$ cat config.mk
export PLATFORM = sky130hd
export DESIGN_NAME = cmos_rtc_register_file_top
export DESIGN_NICKNAME = d
export VERILOG_FILES = /design/src/sv/cmosrtc_pkg.sv /design/src/sv/cmosrtc_ram.sv /design/src/sv/cmosrtc_ctrl.sv /design/src/sv/cmos_rtc_register_file_top.sv
export SDC_FILE = /design/constraint.sdc
export NUM_CORES = 1
export LEC_CHECK = 0
export BUFFER_PORTS_ARGS = -buffer_cell sky130_fd_sc_hd__buf_2
export CAP_MARGIN = 20
export CORE_MARGIN = 4
export CORE_UTILIZATION = 37
export DETAILED_ROUTE_END_ITERATION = 8
export RECOVER_POWER = 50
export SKIP_CTS_REPAIR_TIMING = 1
export SYNTH_ARGS = -nofsm -noshare
export SYNTH_HDL_FRONTEND = slang
export SYNTH_SLANG_ARGS = --single-unit
$ cat constraint.sdc
create_clock -name aclk -period 12.3 [get_ports aclk]
set_input_delay 0.615 -clock aclk [delete_from_list [all_inputs] [get_ports aclk]]
set_output_delay 0.615 -clock aclk [all_outputs]
set_load 0.1 [all_outputs]
$ cat src/sv/cmosrtc_pkg.sv
`timescale 1ns / 1ps
// ----------------------------------------------------------------------------
// CMOS RTC register file package
// Shared types, register indexes, reset values and the update sequence table.
// ----------------------------------------------------------------------------
package cmosrtc_pkg;

    localparam int CMOSRTC_RAM_DEPTH = 64;

    typedef enum logic [2:0] {
        CMD_SELECT = 3'd0,
        CMD_WRITE  = 3'd1,
        CMD_READ   = 3'd2,
        CMD_UPDATE = 3'd3,
        CMD_RESET  = 3'd4
    } cmd_t;

    typedef enum logic [1:0] {
        ST_IDLE,
        ST_LOAD,
        ST_RD,
        ST_RESULT
    } state_t;

    localparam logic [7:0] REG_A          = 8'h0A;
    localparam logic [7:0] REG_B          = 8'h0B;
    localparam logic [7:0] REG_C          = 8'h0C;
    localparam logic [7:0] REG_D          = 8'h0D;
    localparam logic [7:0] REG_CENTURY    = 8'h32;
    localparam logic [7:0] NUM_TIME_REGS  = 8'd10;

    localparam logic [7:0] RESET_A        = 8'd32;
    localparam logic [7:0] RESET_B        = 8'd2;
    localparam logic [7:0] RESET_D        = 8'd128;
    localparam logic [7:0] BYTE_ABSENT    = 8'hFF;
    localparam logic [7:0] CENTURY_VALUE  = 8'd21;
    localparam logic [7:0] YEAR_OFFSET    = 8'd20;

    localparam int         LOAD_STEPS     = 8;
    localparam int         STEP_W         = $clog2(LOAD_STEPS);
    localparam logic [STEP_W-1:0] STEP_HOUR = STEP_W'(2);
    localparam logic [STEP_W-1:0] STEP_LAST = STEP_W'(LOAD_STEPS - 1);

    typedef struct packed {
        logic       clr;
        logic       we;
        logic [7:0] waddr;
        logic [7:0] wdata;
        logic       re;
        logic [7:0] raddr;
    } ram_req_t;

    function automatic logic [7:0] reset_byte(input logic [7:0] addr);
        logic [7:0] value;
        case (addr)
            REG_A:   value = RESET_A;
            REG_B:   value = RESET_B;
            REG_D:   value = RESET_D;
            default: value = 8'd0;
        endcase
        return value;
    endfunction

    function automatic logic [7:0] load_addr(input logic [STEP_W-1:0] step);
        logic [7:0] addr;
        case (step)
            3'd0:    addr = 8'd0;
            3'd1:    addr = 8'd2;
            3'd2:    addr = 8'd4;
            3'd3:    addr = 8'd6;
            3'd4:    addr = 8'd7;
            3'd5:    addr = 8'd8;
            3'd6:    addr = 8'd9;
            default: addr = REG_CENTURY;
        endcase
        return addr;
    endfunction

endpackage

$ cat src/sv/cmosrtc_ram.sv
`timescale 1ns / 1ps
// ----------------------------------------------------------------------------
// CMOS RTC byte store
// Single-write, single-read synchronous RAM with per-entry valid bits; an
// entry that is not valid reads as its power-on value.
// ----------------------------------------------------------------------------
module cmosrtc_ram
    import cmosrtc_pkg::*;
#(
    parameter int RAM_DEPTH = CMOSRTC_RAM_DEPTH,
    parameter int AW        = $clog2(RAM_DEPTH)
) (
    input  logic       clk,
    input  logic       rstn,
    input  ram_req_t   req,
    output logic [7:0] rdata
);

    logic [7:0]           mem [RAM_DEPTH];
    logic [RAM_DEPTH-1:0] valid_reg;
    logic [7:0]           mem_q_reg;
    logic                 vld_q_reg;
    logic [7:0]           dflt_q_reg;
    logic [AW-1:0]        waddr;
    logic [AW-1:0]        raddr;

    assign waddr = req.waddr[AW-1:0];
    assign raddr = req.raddr[AW-1:0];

    always_ff @(posedge clk) begin
        if (req.we) begin
            mem[waddr] <= req.wdata;
        end
    end

    always_ff @(posedge clk) begin
        if (!rstn || req.clr) begin
            valid_reg <= '0;
        end else if (req.we) begin
            valid_reg[waddr] <= 1'b1;
        end
    end

    always_ff @(posedge clk) begin
        if (req.re) begin
            dflt_q_reg <= reset_byte(8'(raddr));
            if (req.we && waddr == raddr) begin
                mem_q_reg <= req.wdata;
                vld_q_reg <= 1'b1;
            end else begin
                mem_q_reg <= mem[raddr];
                vld_q_reg <= valid_reg[raddr];
            end
        end
    end

    assign rdata = vld_q_reg ? mem_q_reg : dflt_q_reg;

endmodule

$ cat src/sv/cmosrtc_ctrl.sv
`timescale 1ns / 1ps
// ----------------------------------------------------------------------------
// CMOS RTC command sequencer
// Decodes requests, runs the eight-step time load through the RAM write port
// and returns read bytes through an output register.
// ----------------------------------------------------------------------------
module cmosrtc_ctrl
    import cmosrtc_pkg::*;
#(
    parameter int RAM_DEPTH = CMOSRTC_RAM_DEPTH
) (
    input  logic       clk,
    input  logic       rstn,
    input  logic       s_valid,
    output logic       s_ready,
    input  logic [2:0] s_cmd,
    input  logic [7:0] s_data,
    input  logic [5:0] s_now_second,
    input  logic [5:0] s_now_minute,
    input  logic [4:0] s_now_hour,
    input  logic [2:0] s_now_weekday,
    input  logic [4:0] s_now_day,
    input  logic [3:0] s_now_month,
    input  logic [6:0] s_now_year,
    output logic       m_valid,
    input  logic       m_ready,
    output logic [7:0] m_read_data,
    output ram_req_t   ram_req,
    input  logic [7:0] ram_rdata
);

    state_t              state_reg, state_next;
    logic [7:0]          sel_reg, sel_next;
    logic                pend_reg, pend_next;
    logic [7:0]          b_reg, b_next;
    logic                lfr_reg, lfr_next;
    logic [STEP_W-1:0]   step_reg, step_next;
    logic [7:0]          hold_reg, hold_next;
    logic                m_valid_reg, m_valid_next;
    logic [7:0]          m_data_reg, m_data_next;
    logic [5:0]          sec_reg, sec_next;
    logic [5:0]          min_reg, min_next;
    logic [4:0]          hour_reg, hour_next;
    logic [2:0]          wday_reg, wday_next;
    logic [4:0]          day_reg, day_next;
    logic [3:0]          mon_reg, mon_next;
    logic [6:0]          year_reg, year_next;
    logic                in_range;
    logic [7:0]          step_value;

    function automatic logic [7:0] fmt_value(input logic [7:0] v, input logic hour,
                                             input logic [7:0] breg);
        logic [7:0]  x;
        logic        pm;
        logic [15:0] prod;
        logic [4:0]  q;
        logic [7:0]  tens;
        logic [7:0]  r;
        x  = v;
        pm = 1'b0;
        if (hour && !breg[1]) begin
            if (x == 8'd0) begin
                x = 8'd12;
            end else if (x == 8'd12) begin
                pm = 1'b1;
            end else if (x > 8'd12) begin
                x  = x - 8'd12;
                pm = 1'b1;
            end
        end
        if (!breg[2]) begin
            prod = 16'(x) * 16'd205;
            q    = prod[15:11];
            tens = {q[4:0], 3'b000} + {2'b00, q[4:0], 1'b0};
            r    = x - tens;
            x    = {q[3:0], r[3:0]};
        end
        return x | {pm, 7'b0000000};
    endfunction

    assign in_range = {1'b0, sel_reg} < 9'(RAM_DEPTH);
    assign s_ready  = (state_reg == ST_IDLE);

    always_comb begin
        case (step_reg)
            3'd0:    step_value = {2'b00, sec_reg};
            3'd1:    step_value = {2'b00, min_reg};
            3'd2:    step_value = {3'b000, hour_reg};
            3'd3:    step_value = {5'b00000, wday_reg} + 8'd1;
            3'd4:    step_value = {3'b000, day_reg};
            3'd5:    step_value = {4'b0000, mon_reg} + 8'd1;
            3'd6:    step_value = {1'b0, year_reg} + YEAR_OFFSET;
            default: step_value = CENTURY_VALUE;
        endcase
    end

    always_ff @(posedge clk) begin
        if (!rstn) begin
            state_reg   <= ST_IDLE;
            sel_reg     <= REG_D;
            pend_reg    <= 1'b0;
            b_reg       <= RESET_B;
            lfr_reg     <= 1'b0;
            step_reg    <= '0;
            m_valid_reg <= 1'b0;
        end else begin
            state_reg   <= state_next;
            sel_reg     <= sel_next;
            pend_reg    <= pend_next;
            b_reg       <= b_next;
            lfr_reg     <= lfr_next;
            step_reg    <= step_next;
            m_valid_reg <= m_valid_next;
        end
    end

    always_ff @(posedge clk) begin
        hold_reg   <= hold_next;
        m_data_reg <= m_data_next;
        sec_reg    <= sec_next;
        min_reg    <= min_next;
        hour_reg   <= hour_next;
        wday_reg   <= wday_next;
        day_reg    <= day_next;
        mon_reg    <= mon_next;
        year_reg   <= year_next;
    end

    always_comb begin
        state_next   = state_reg;
        sel_next     = sel_reg;
        pend_next    = pend_reg;
        b_next       = b_reg;
        lfr_next     = lfr_reg;
        step_next    = step_reg;
        hold_next    = hold_reg;
        m_valid_next = m_valid_reg;
        m_data_next  = m_data_reg;
        sec_next     = sec_reg;
        min_next     = min_reg;
        hour_next    = hour_reg;
        wday_next    = wday_reg;
        day_next     = day_reg;
        mon_next     = mon_reg;
        year_next    = year_reg;
        ram_req      = '0;

        if (m_valid_reg && m_ready) begin
            m_valid_next = 1'b0;
        end

        unique case (state_reg)
            ST_IDLE: begin
                if (s_valid) begin
                    sec_next  = s_now_second;
                    min_next  = s_now_minute;
                    hour_next = s_now_hour;
                    wday_next = s_now_weekday;
                    day_next  = s_now_day;
                    mon_next  = s_now_month;
                    year_next = s_now_year;
                    unique case (cmd_t'(s_cmd))
                        CMD_SELECT: begin
                            sel_next = s_data;
                        end
                        CMD_WRITE: begin
                            if (in_range && sel_reg != REG_C && sel_reg != REG_D) begin
                                ram_req.we    = 1'b1;
                                ram_req.waddr = sel_reg;
                                ram_req.wdata = (sel_reg == REG_A) ? (s_data & 8'h7F)
                                                                   : s_data;
                                if (sel_reg == REG_B) begin
                                    b_next = s_data;
                                end
                            end
                        end
                        CMD_READ: begin
                            if (!in_range) begin
                                hold_next  = BYTE_ABSENT;
                                state_next = ST_RESULT;
                            end else if (pend_reg && !b_reg[7] && sel_reg < NUM_TIME_REGS) begin
                                pend_next  = 1'b0;
                                lfr_next   = 1'b1;
                                step_next  = '0;
                                state_next = ST_LOAD;
                            end else begin
                                ram_req.re    = 1'b1;
                                ram_req.raddr = sel_reg;
                                state_next    = ST_RD;
                            end
                        end
                        CMD_UPDATE: begin
                            pend_next = 1'b1;
                        end
                        CMD_RESET: begin
                            ram_req.clr = 1'b1;
                            sel_next    = REG_D;
                            pend_next   = 1'b0;
                            b_next      = RESET_B;
                            lfr_next    = 1'b0;
                            step_next   = '0;
                            state_next  = ST_LOAD;
                        end
                        default: begin
                        end
                    endcase
                end
            end
            ST_LOAD: begin
                ram_req.we    = 1'b1;
                ram_req.waddr = load_addr(step_reg);
                ram_req.wdata = fmt_value(step_value, step_reg == STEP_HOUR, b_reg);
                step_next     = step_reg + STEP_W'(1);
                if (step_reg == STEP_LAST) begin
                    if (lfr_reg) begin
                        ram_req.re    = 1'b1;
                        ram_req.raddr = sel_reg;
                        state_next    = ST_RD;
                    end else begin
                        state_next = ST_IDLE;
                    end
                end
            end
            ST_RD: begin
                hold_next  = ram_rdata;
                state_next = ST_RESULT;
            end
            ST_RESULT: begin
                if (!m_valid_reg || m_ready) begin
                    m_data_next  = hold_reg;
                    m_valid_next = 1'b1;
                    state_next   = ST_IDLE;
                end
            end
            default: begin
                state_next = ST_IDLE;
            end
        endcase
    end

    assign m_valid     = m_valid_reg;
    assign m_read_data = m_data_reg;

    a_load_steps: assert property (@(posedge clk) disable iff (!rstn)
        (state_reg == ST_LOAD && step_reg != STEP_LAST) |=>
            (state_reg == ST_LOAD && step_reg == $past(step_reg) + STEP_W'(1)))
        else $error("Time load sequence skipped a step.");

    a_no_pending_in_load: assert property (@(posedge clk) disable iff (!rstn)
        (state_reg == ST_LOAD) |-> !pend_reg)
        else $error("Update request still pending during a time load.");

    a_no_write_cd: assert property (@(posedge clk) disable iff (!rstn)
        (state_reg == ST_IDLE && ram_req.we) |->
            (ram_req.waddr != REG_C && ram_req.waddr != REG_D))
        else $error("Host write reached register C or D.");

    a_reg_a_bit7: assert property (@(posedge clk) disable iff (!rstn)
        (ram_req.we && ram_req.waddr == REG_A) |-> !ram_req.wdata[7])
        else $error("Register A written with bit 7 set.");

    a_result_held: assert property (@(posedge clk) disable iff (!rstn)
        (state_reg == ST_RESULT && m_valid_reg && !m_ready) |=>
            (state_reg == ST_RESULT && m_valid_reg))
        else $error("Read byte lost while the output was stalled.");

endmodule

$ cat src/sv/cmos_rtc_register_file_top.sv
`timescale 1ns / 1ps
// ----------------------------------------------------------------------------
// CMOS RTC register file
// Index-addressed 64-byte real-time-clock register file with time update.
// ----------------------------------------------------------------------------
// Requests arrive on the s_ channel (valid/ready) as a command, a data byte and
// the host time fields. Select, write and update requests complete without
// leaving the idle state. A read returns one byte on the m_ channel
// (valid/ready); the byte passes through the RAM read register, a hold register
// and the output register, and the input is not ready again until the byte is
// in the output register. A read above the store depth returns 0xFF through the
// hold and output registers without a RAM access. A read of a time register
// with an update pending and SET clear first writes the eight time bytes
// serially through the single RAM write port and then reads the RAM. A reset
// request clears the store through its valid bits and then loads the time
// bytes. After aresetn the store holds its power-on contents (register A 32,
// B 2, D 128, the rest zero), register D is selected and no update is pending.
// A finished read byte waits in the output register while the receiver
// stalls; further requests that produce no byte are still taken meanwhile,
// and a following read waits until the output register is free.
// ----------------------------------------------------------------------------
module cmos_rtc_register_file_top
    import cmosrtc_pkg::*;
#(
    parameter int RAM_DEPTH = CMOSRTC_RAM_DEPTH
) (
    input  logic       aclk,
    input  logic       aresetn,
    input  logic       s_valid,
    output logic       s_ready,
    input  logic [2:0] s_cmd,
    input  logic [7:0] s_data,
    input  logic [5:0] s_now_second,
    input  logic [5:0] s_now_minute,
    input  logic [4:0] s_now_hour,
    input  logic [2:0] s_now_weekday,
    input  logic [4:0] s_now_day,
    input  logic [3:0] s_now_month,
    input  logic [6:0] s_now_year,
    output logic       m_valid,
    input  logic       m_ready,
    output logic [7:0] m_read_data
);

    ram_req_t   ram_req;
    logic [7:0] ram_rdata;

    cmosrtc_ctrl #(
        .RAM_DEPTH(RAM_DEPTH)
    ) u_ctrl (
        .clk          (aclk),
        .rstn         (aresetn),
        .s_valid      (s_valid),
        .s_ready      (s_ready),
        .s_cmd        (s_cmd),
        .s_data       (s_data),
        .s_now_second (s_now_second),
        .s_now_minute (s_now_minute),
        .s_now_hour   (s_now_hour),
        .s_now_weekday(s_now_weekday),
        .s_now_day    (s_now_day),
        .s_now_month  (s_now_month),
        .s_now_year   (s_now_year),
        .m_valid      (m_valid),
        .m_ready      (m_ready),
        .m_read_data  (m_read_data),
        .ram_req      (ram_req),
        .ram_rdata    (ram_rdata)
    );

    cmosrtc_ram #(
        .RAM_DEPTH(RAM_DEPTH)
    ) u_ram (
        .clk  (aclk),
        .rstn (aresetn),
        .req  (ram_req),
        .rdata(ram_rdata)
    );

endmodule
== After elaboration in Yosys (flattened, before gate mapping) ==
Memory sizes are Yosys's and may differ from the RTL's. A register that Yosys moved wholly into a read port is not among the register bits.
Index checks and enable logic that the tools add are counted.
Cells by class
  $mul: 1
  magnitude comparators: 6
  reductions and logical operators: 33
  add/subtract/negate cells: 7
  bitwise operators: 2
  muxes and demuxes: 64
  equality and inequality tests: 35
Operator list (number)
  $mux 8: 14
  $or 64x64->64: 1
  $pmux 8 s7: 1
  $pmux 26 s2: 1
  $pmux 8 s2: 3
  $mux 9: 5
  $pmux 6 s7: 1
  $mux 17: 2
  $mux 27: 1
  $eq 8x4->1 const B: 3
  $pmux 8 s3: 1
  $reduce_and 5->1: 4
  $eq 6x4->1 const B: 3
  $mux 1: 18
  $ne 8x4->1 const B: 2
  $eq 3x3->1 const B: 5
  $mul 8x8->15 const B: 1
  $lt 6x7->1 const B: 2
  $ne 2x1->1 const B: 7
  $eq 3x2->1 const B: 4
  $mux 2: 6
  $pmux 3 s2: 2
  $reduce_bool 2->1: 5
  $mux 3: 3
  other kinds (35): 53
Storage, ports and cells
  bits in registers: 149
  input port bits: 51
  word-level logic and storage cells: 168
  memories kept: 1
  memory bits (writable): 512
  output and inout port bits: 10
Memory list
  u_ram.mem: words 64, width 8, read ports 1, clocked after memory_dff 1, wr ports 1, RTL line cmosrtc_ram.sv:19  | logic [7:0] mem [RAM_DEPTH];

== Longest topological paths before layout ==
Gate-level depths: netlist of the first run.
  depth in word-level cells: 20
  gate-level depth with buffers: 34

== By module ==
Synthesis of the first run repeated with hierarchy kept, for this count alone.
Second synthesis, totals
  cell total of the unflattened synthesis: 1748
  area total of the unflattened synthesis: 28033.1 um^2
By module, submodules not included
  cmosrtc_ram: instances 1, cells each 1242, area each 23049.6 um^2
  cmosrtc_ctrl: instances 1, cells each 506, area each 4983.5 um^2

== Worst setup path after synthesis of the first run ==
Ideal clock, no wire load.
  path type: register -> register
  from: register u_ctrl.step_reg[2]
  to: memory u_ram.mem[0][6], data pin
  required time: 11.598 ns
  clock period less this slack: 9.978 ns
  arrival time: 9.276 ns
  slack: 2.322 ns
  buffers on the path: 2
  cell stages (with the launch flop): 30
  cells stage by stage: dfxtp_1 buf_2 inv_1 ha_1 nor4_2 a21o_1 a211oi_2 inv_1 ha_1 a21boi_1 o21ai_0 nor2_1 mux2i_1 ha_1 fa_1 fa_1 inv_1 fa_1 inv_1 ha_1 a21o_1 a21o_1 a211oi_1 nand2_1 or4_4 and4_4 buf_6 a31oi_1 a31oi_1 o21ai_0
RTL lines
  from (decl): RTL line cmosrtc_ctrl.sv:37  | logic [STEP_W-1:0] step_reg, step_next;
  from (signal assigned): RTL line cmosrtc_ctrl.sv:112  | step_reg <= step_next;
  to (decl): RTL line cmosrtc_ram.sv:19

==> results by group, run 1 <==
Outcome
  – Status: finished with violations
  – Failing checks: max-capacitance violations, max-slew violations

Worst setup path
  – Crit path capture type: flip-flop
  – Crit path DAT: 10840 ps
  – Critical path launch point type: flip-flop
  – Reg2reg end: u_ram.mem[11][3]
  – Most Frequent Cell on Critical Path: ha_1
  – Setup CP Type: reg -> reg
  – CP max FO: 64
  – R2R Setup Slk: about 1800 ps
  – Max incr delay on CP: 770 ps
  – Worst path slowest cell: dfxtp_1
  – FF-to-FF path depth: 32
  – Worst EP required: 12610 ps
  – R2R Path Start: u_ctrl.step_reg[2]

Layout
  – Final Cell Area: 32150 sq um
  – Commonest cells after routing, fill and taps aside: edfxtp_1, nand2_1, nor2_1
  – Layout cells sized above 1: 9.324%
  – Fillers: between 6000 and 7000
  – Commonest non-fill, non-tap cell in the layout: edfxtp_1
  – Area Overhead vs Synth: 13.34%
  – Fin nets: 2393
  – Number of flip-flops in the largest register: 512

Timing
  – Final Setup Violations: 0
  – Worst hold slack: ~170 ps
  – RSZ-0062 raised after global routing: no
  – Final Cycle Share: a little under nine tenths
  – Worst slew margin: -199.8%
  – Fin. Hold Viols: 0
  – Final setup margin: 1767 ps
  – Least-Margin Pin Slew: 4457 ps
  – Final worst path period need: 10530 ps
  – Clk_skew: 37.78 ps
  – Fmax: 94.94 MHz
  – Final setup TNS: 0 ps
  – Slew Limit Fails: between 300 and 400

GRT
  – Initial antenna violation count: 4
  – Vias in the first global route: about 18000
  – First-pass GRT wire length: 115800 um
  – Total GRT Usage: 18.67%
  – Congestion Overflow GR: 0
  – Largest net degree at the start of global routing: 97

Routing
  – First-pass DRT Iterations: 5
  – Residual DRC: 0
  – Routed wire length: 77470 um
  – DRC violation total after the first TritonRoute iteration: 1851
  – Vias per cell: ~5.6
  – Vias: 18730
  – DR WL/cell: 22.99 um
  – Post-DRT Antenna Nets: 0

CTS
  – CTS buffer count: 71
  – Root Driver: clkbuf_16
  – H-tree levels: 3
  – Clk Latency, worst-skew pair: 630 ps
  – Clk sink count: between 600 and 700
  – CTS tree: done
  – Deepest clock path buffer count: 3
  – CTS clock-pin slew for the worst setup and hold paths: 60 ps

Synth
  – Netlist cell types: 80
  – Fraction of registers with async set or reset after synthesis: 0%
  – Post-synth EDFFs: 576
  – Number of synthesis warnings: 0
  – Post-Syn Area: 28370 sq um
  – Ys flop type: edfxtp_1
  – Yosys reg bits: 659
  – Gate Count Post-Synth: 2233
  – Seq/Total Area, Yosys: 66.83%
  – Syn Area/Cell: 12.70 sq um

Worst hold path
  – Hold path startpoint: s_now_day[3]
  – HP Class: in -> reg
  – Hold Path Sink: u_ctrl.day_reg[3]
  – Hold Path Cell Cnt: 1

Floorplanning
  – FP Rows: 101
  – Initial core utilization: 37.35%
  – DIE WIDTH: ~280 um
  – Ports: 61
  – Core Footprint: 75950 sq um
  – Die Ht: 284.9 um
  – Die area: 81170 sq um

Power
  – Overall power: 5.269 mW
  – Cell Pwr Density: 163.9 nW/um^2
  – Worst IR Drop VDD: 98.59 uV
  – LEAKAGE: 10.75 nW

Placement
  – Placer Congestion: 0.8295
  – Place WS: 2116 ps
  – Post-DP Area: about 30000 sq um
  – HPWL after DPL: 45930 um
  – Port buffer count: 60

Run
  – Max-cap violations: 8
==> logic make-up after synthesis <==
family / share of synthesized area [%]
adders and majority gates: 2.999
buffers and inverters: 2.523
AOI/OAI and AO/OA: 11.20
xor gates and xnor gates: 0.4939
and+or+nand+nor: 12.90
DFF: 66.83
other: 0.01322
muxes: 3.052
==> power breakdown <==
part	total (mW)	switching [mW]	leakage, nW	internal [mW]
Sequential	2.55	0.0163	5.85	2.53
Combinational	0.607	0.407	3.76	0.200
Clock	2.11	0.889	1.14	1.22
==> worst max-delay path, delay by kind of cell, from the launching register on <==
kind	cells	cell delay (ps)
flops	1	770
xor+xnor	1	190
mux	1	460
fa+ha+maj	8	3050
simple gates	7	2230
compound gates	10	2480
buf+inv	5	1000
==> per-layer routing <==
metal	track usage [%]	part of all wire (%)	routed length (um)
met1	25.86	43	33270
met2	28.94	45	34860
met3	4.572	8.7	6724
met4	6.326	3.3	2591
met5	0	0.037	29
==> worst max-delay path by stage <==
stage / slack (ps) / from / end
floorplan: 2320 / u_ctrl.step_reg[2] / u_ram.mem[0][6]
global placement: 2510 / u_ctrl.step_reg[2] / u_ram.mem[35][3]
detailed placement: 2120 / u_ctrl.step_reg[2] / u_ram.mem[34][3]
CTS: 2020 / u_ctrl.step_reg[2] / u_ram.mem[11][3]
global route: 1120 / u_ctrl.step_reg[2] / u_ram.mem[11][3]
finish: 1770 / u_ctrl.step_reg[2] / u_ram.mem[11][3]
==> synthesized netlist by cell type, drive strengths merged, types with 5 or more instances <==
cell type	count	area, sq um
a31oi	43	269.0
xnor2	11	96.34
a22oi	8	60.06
nand4	7	58.81
o21ai	47	235.2
o21a	17	127.6
clkbuf	121	454.2
nand4b	6	52.55
ha	52	650.6
nor2	207	777.0
nand3	70	350.3
fa	10	200.2
and2	64	400.4
xor2	5	43.79
inv	51	191.4
mux2i	55	550.5
a311oi	84	735.7
a211oi	103	778.2
a21boi	5	37.54
nor2b	57	356.6
a21oi	47	235.2
dfxtp	83	1662
nand2b	7	43.79
nor3	13	70.07
and3	12	75.07
mux4	13	292.8
o211ai	12	90.09
edfxtp	576	17300
buf	16	70.07
a21o	8	62.56
nand2	337	1265
a211o	5	43.79
==> layout make-up <==
| class | instances | area (sq um) | share of cell area (%) |
|---|---|---|---|
| multi-input cells | 1401 | 8838 | 27.49 |
| clock buffers | 98 | 1969 | 6.125 |
| diodes | 1 | 2.502 | 0.007783 |
| clock inverters | 33 | 367.9 | 1.144 |
| well taps | 1030 | 1289 | 4.008 |
| flip-flops and latches | 659 | 18960 | 58.96 |
| inverters | 51 | 191.4 | 0.5954 |
| repair buffers | 96 | 536.8 | 1.669 |
==> stage by stage <==
step                      instances  util, %
after floorplan                2248        -
after global placement         3235    39.35
after detailed placement       3235    39.35
after CTS                      3366    42.43
after global routing           3368    42.33
final                          3369    42.34
Power figures use the tool's default switching activity.
==> run 2: changes to the inputs <==
--- a/config.mk
+++ b/config.mk
@@ -14,4 +14,5 @@
 export SKIP_CTS_REPAIR_TIMING = 1
 export SYNTH_ARGS = -nofsm -noshare
 export SYNTH_HDL_FRONTEND = slang
+export SYNTH_HIERARCHICAL = 1
 export SYNTH_SLANG_ARGS = --single-unit
==> run 2 against run 1 <==
Cell count decreased by 16%. Wire length is 15% lower. Combinational power up 68%. Via count fell by 17%. Critical endpoint is now u_ram/mem[38][3]. Synthesized cell count is 22% lower. Non-clock buffer count down 6. Die area decreased by 1.3%. Largest power group unchanged. Clock power decreased by 11%. Sequential share of layout area increased by 1.6 points. Core utilization down 0.44 points. Maximum frequency rose by 15%. The run still ends with max-capacitance violations, max-slew violations left.
==> results by group, run 2 <==
Synth
  – Post-Syn Area: 28000 sq um (-1.3%)
  – Number of synthesis warnings: 6 (+6)
  – Gate Count Post-Synth: 1743 (-22%)
  – Syn_nets: 1857
  – Syn Area/Cell: 16.07 sq um (+26%)

Worst setup path
  – Worst path slowest cell: dfxtp_1
  – Setup crit start: u_ctrl/step_reg[2]
  – Crit path DAT: 9500 ps (-1340 ps)
  – Most Frequent Cell on Critical Path: ha_1
  – Worst EP required: 12610 ps (about the same)
  – Setup CP Type: reg -> reg
  – R2R Setup Slk: 3110 ps (+1350 ps)
  – FF-to-FF path depth: 31 (-3.1%)
  – CP max FO: 38 (-41%)
  – Critical path launch point type: flip-flop
  – Reg2reg end: u_ram/mem[38][3]
  – R2R Path Start: u_ctrl/step_reg[2]
  – Max incr delay on CP: 710 ps (-60 ps)
  – Crit path capture type: flip-flop

Power
  – Cell Pwr Density: 177.4 nW/um^2 (+8.3%)
  – Overall power: 5.553 mW (+5.4%)
  – Worst IR Drop VDD: 124.8 uV (+27%)
  – LEAKAGE: 10.03 nW (-6.7%)

Timing
  – Final Setup Violations: 0 (unchanged)
  – Worst slew margin: -120.3% (+79 points)
  – Fmax: 108.9 MHz (+15%)
  – RSZ-0062 raised after global routing: no
  – Fin. Hold Viols: 0 (unchanged)
  – Clk_skew: 20.73 ps (-17.06 ps)
  – Final worst path period need: 9186 ps (-1347 ps)
  – Slew Limit Fails: 200 (-41%)
  – Final Cycle Share: 74.68% (-11 points)
  – Least-Margin Pin Slew: 3305 ps (-1152 ps)
  – Final setup TNS: 0 ps (unchanged)

Worst hold path
  – Hold Path Cell Cnt: 1 (unchanged)
  – HP Class: in -> reg
  – Hold Path Sink: u_ctrl/year_reg[0]
  – Hold path startpoint: s_now_year[0]

Layout
  – Number of flip-flops in the largest register: 512 (unchanged)
  – Antenna Cells: 0 (-1)
  – Layout cells sized above 1: 16.59% (+7.3 points)
  – Commonest non-fill, non-tap cell in the layout: edfxtp_1
  – Area Overhead vs Synth: 11.77%
  – Fin nets: 1928 (-19%)
  – Commonest cells after routing, fill and taps aside: edfxtp_1, nor2_1, mux4_2
  – Fillers: 6606 (-4.5%)

Floorplanning
  – Core Footprint: 74700 sq um (-1.6%)
  – Die area: 80150 sq um (-1.3%)
  – FP Rows: 100 (-0.99%)
  – DIE WIDTH: 283.1 um (-0.63%)
  – Ports: 61 (unchanged)
  – Die Ht: 283.1 um (-0.63%)
  – Initial core utilization: 37.49% (+0.13 points)

CTS
  – CTS buffer count: 66 (-7.0%)
  – Clk Latency, worst-skew pair: 590 ps (-40 ps)
  – CTS tree: done
  – H-tree levels: 3 (unchanged)
  – Deepest clock path buffer count: 3 (unchanged)
  – Root Driver: clkbuf_16
  – CTS clock-pin slew for the worst setup and hold paths: 60 ps (about the same)
  – Clk sink count: 659 (unchanged)

Routing
  – Vias: 15590 (-17%)
  – Routed wire length: 66190 um (-15%)
  – DRC violation total after the first TritonRoute iteration: 1309 (-29%)
  – Vias per cell: 5.506 (-0.97%)
  – First-pass DRT Iterations: 5 (unchanged)
  – DR WL/cell: 23.37 um (+1.6%)
  – Post-DRT Antenna Nets: 0 (unchanged)
  – Residual DRC: 0 (unchanged)

Placement
  – Port buffer count: 60 (unchanged)
  – HPWL after DPL: 41240 um (-10%)
  – Placer Congestion: 0.8406 (+1.3%)

GRT
  – Total GRT Usage: 16.33% (-2.3 points)
  – Largest net degree at the start of global routing: 97 (unchanged)
  – Initial antenna violation count: 0 (-4)
  – First-pass GRT wire length: 100500 um (-13%)
  – Vias in the first global route: 16210 (-11%)
  – Congestion Overflow GR: 0 (unchanged)

Outcome
  – Status: finished with violations
  – Failing checks: max-capacitance violations, max-slew violations

Run
  – Max-cap violations: 4 (-4)
[run 2: power breakdown]
part / internal, mW / leakage (nW) / total [mW] / switching (mW)
combinational: 0.324 / 3.21 / 1.02 / 0.699
sequential: 2.64 / 5.86 / 2.66 / 0.0138
clock: 1.07 / 0.967 / 1.87 / 0.800
total: 4.04 / 10.0 / 5.55 / 1.51
[run 2: worst max-delay path, delay by kind of cell, from the launching register on]
family	cells	cell delay (ps)
mux	1	230
xor+xnor	1	220
compound gates	8	2110
buf+inv	5	760
simple gates	8	1640
fa+ha+maj	8	3220
flops	1	710
[run 2: worst max-delay path by stage]
stage	endpoint	slack [ps]	cells past startpoint
CTS	u_ram/mem_q_reg[3]	2830	33
finish	u_ram/mem[38][3]	3110	31
global placement	u_ram/mem_q_reg[3]	3380	32
floorplan	u_ram/mem[0][2]	2790	29
detailed placement	u_ram/mem_q_reg[3]	2860	33
global route	u_ram/mem[50][3]	2430	31
[run 2: per-layer routing]
| layer | global-route usage, % | vias up | part of all wire, % |
|---|---|---|---|
| met1 | 20.61 | 8097 | 40 |
| met2 | 28.84 | 401 | 52 |
| met4 | 5.004 | 0 | 2.3 |
| met5 | 0 | - | 0 |
| li1 | - | 6993 | - |
| met3 | 2.805 | 102 | 5.5 |
[run 2: metrics by stage]
step | worst slack (ps) | area (sq um) | hold WS [ps] | utilization (%) | instances
final | 3114 | 31300 | 211.6 | 41.90 | 2832
after global placement | 3380 | 29300 | 413.0 | 39.23 | 2712
after detailed placement | 2864 | 29300 | 421.5 | 39.23 | 2712
after floorplan | 2793 | 28000 | 400.3 | - | 1743
after global routing | 2426 | 31300 | 181.8 | 41.90 | 2832
after CTS | 2831 | 31300 | 175.1 | 41.90 | 2829
[run 2: final cells by class]
| type | instances | area [sq um] | share of cell area (%) |
|---|---|---|---|
| Clock buffer | 99 | 1868 | 5.969 |
| Clock inverter | 18 | 127.6 | 0.4078 |
| Inverter | 50 | 187.7 | 0.5997 |
| Multi-Input combinational cell | 947 | 8416 | 26.89 |
| Sequential cell | 659 | 18960 | 60.58 |
| Tap cell | 969 | 1212 | 3.874 |
| Timing Repair Buffer | 90 | 526.8 | 1.683 |
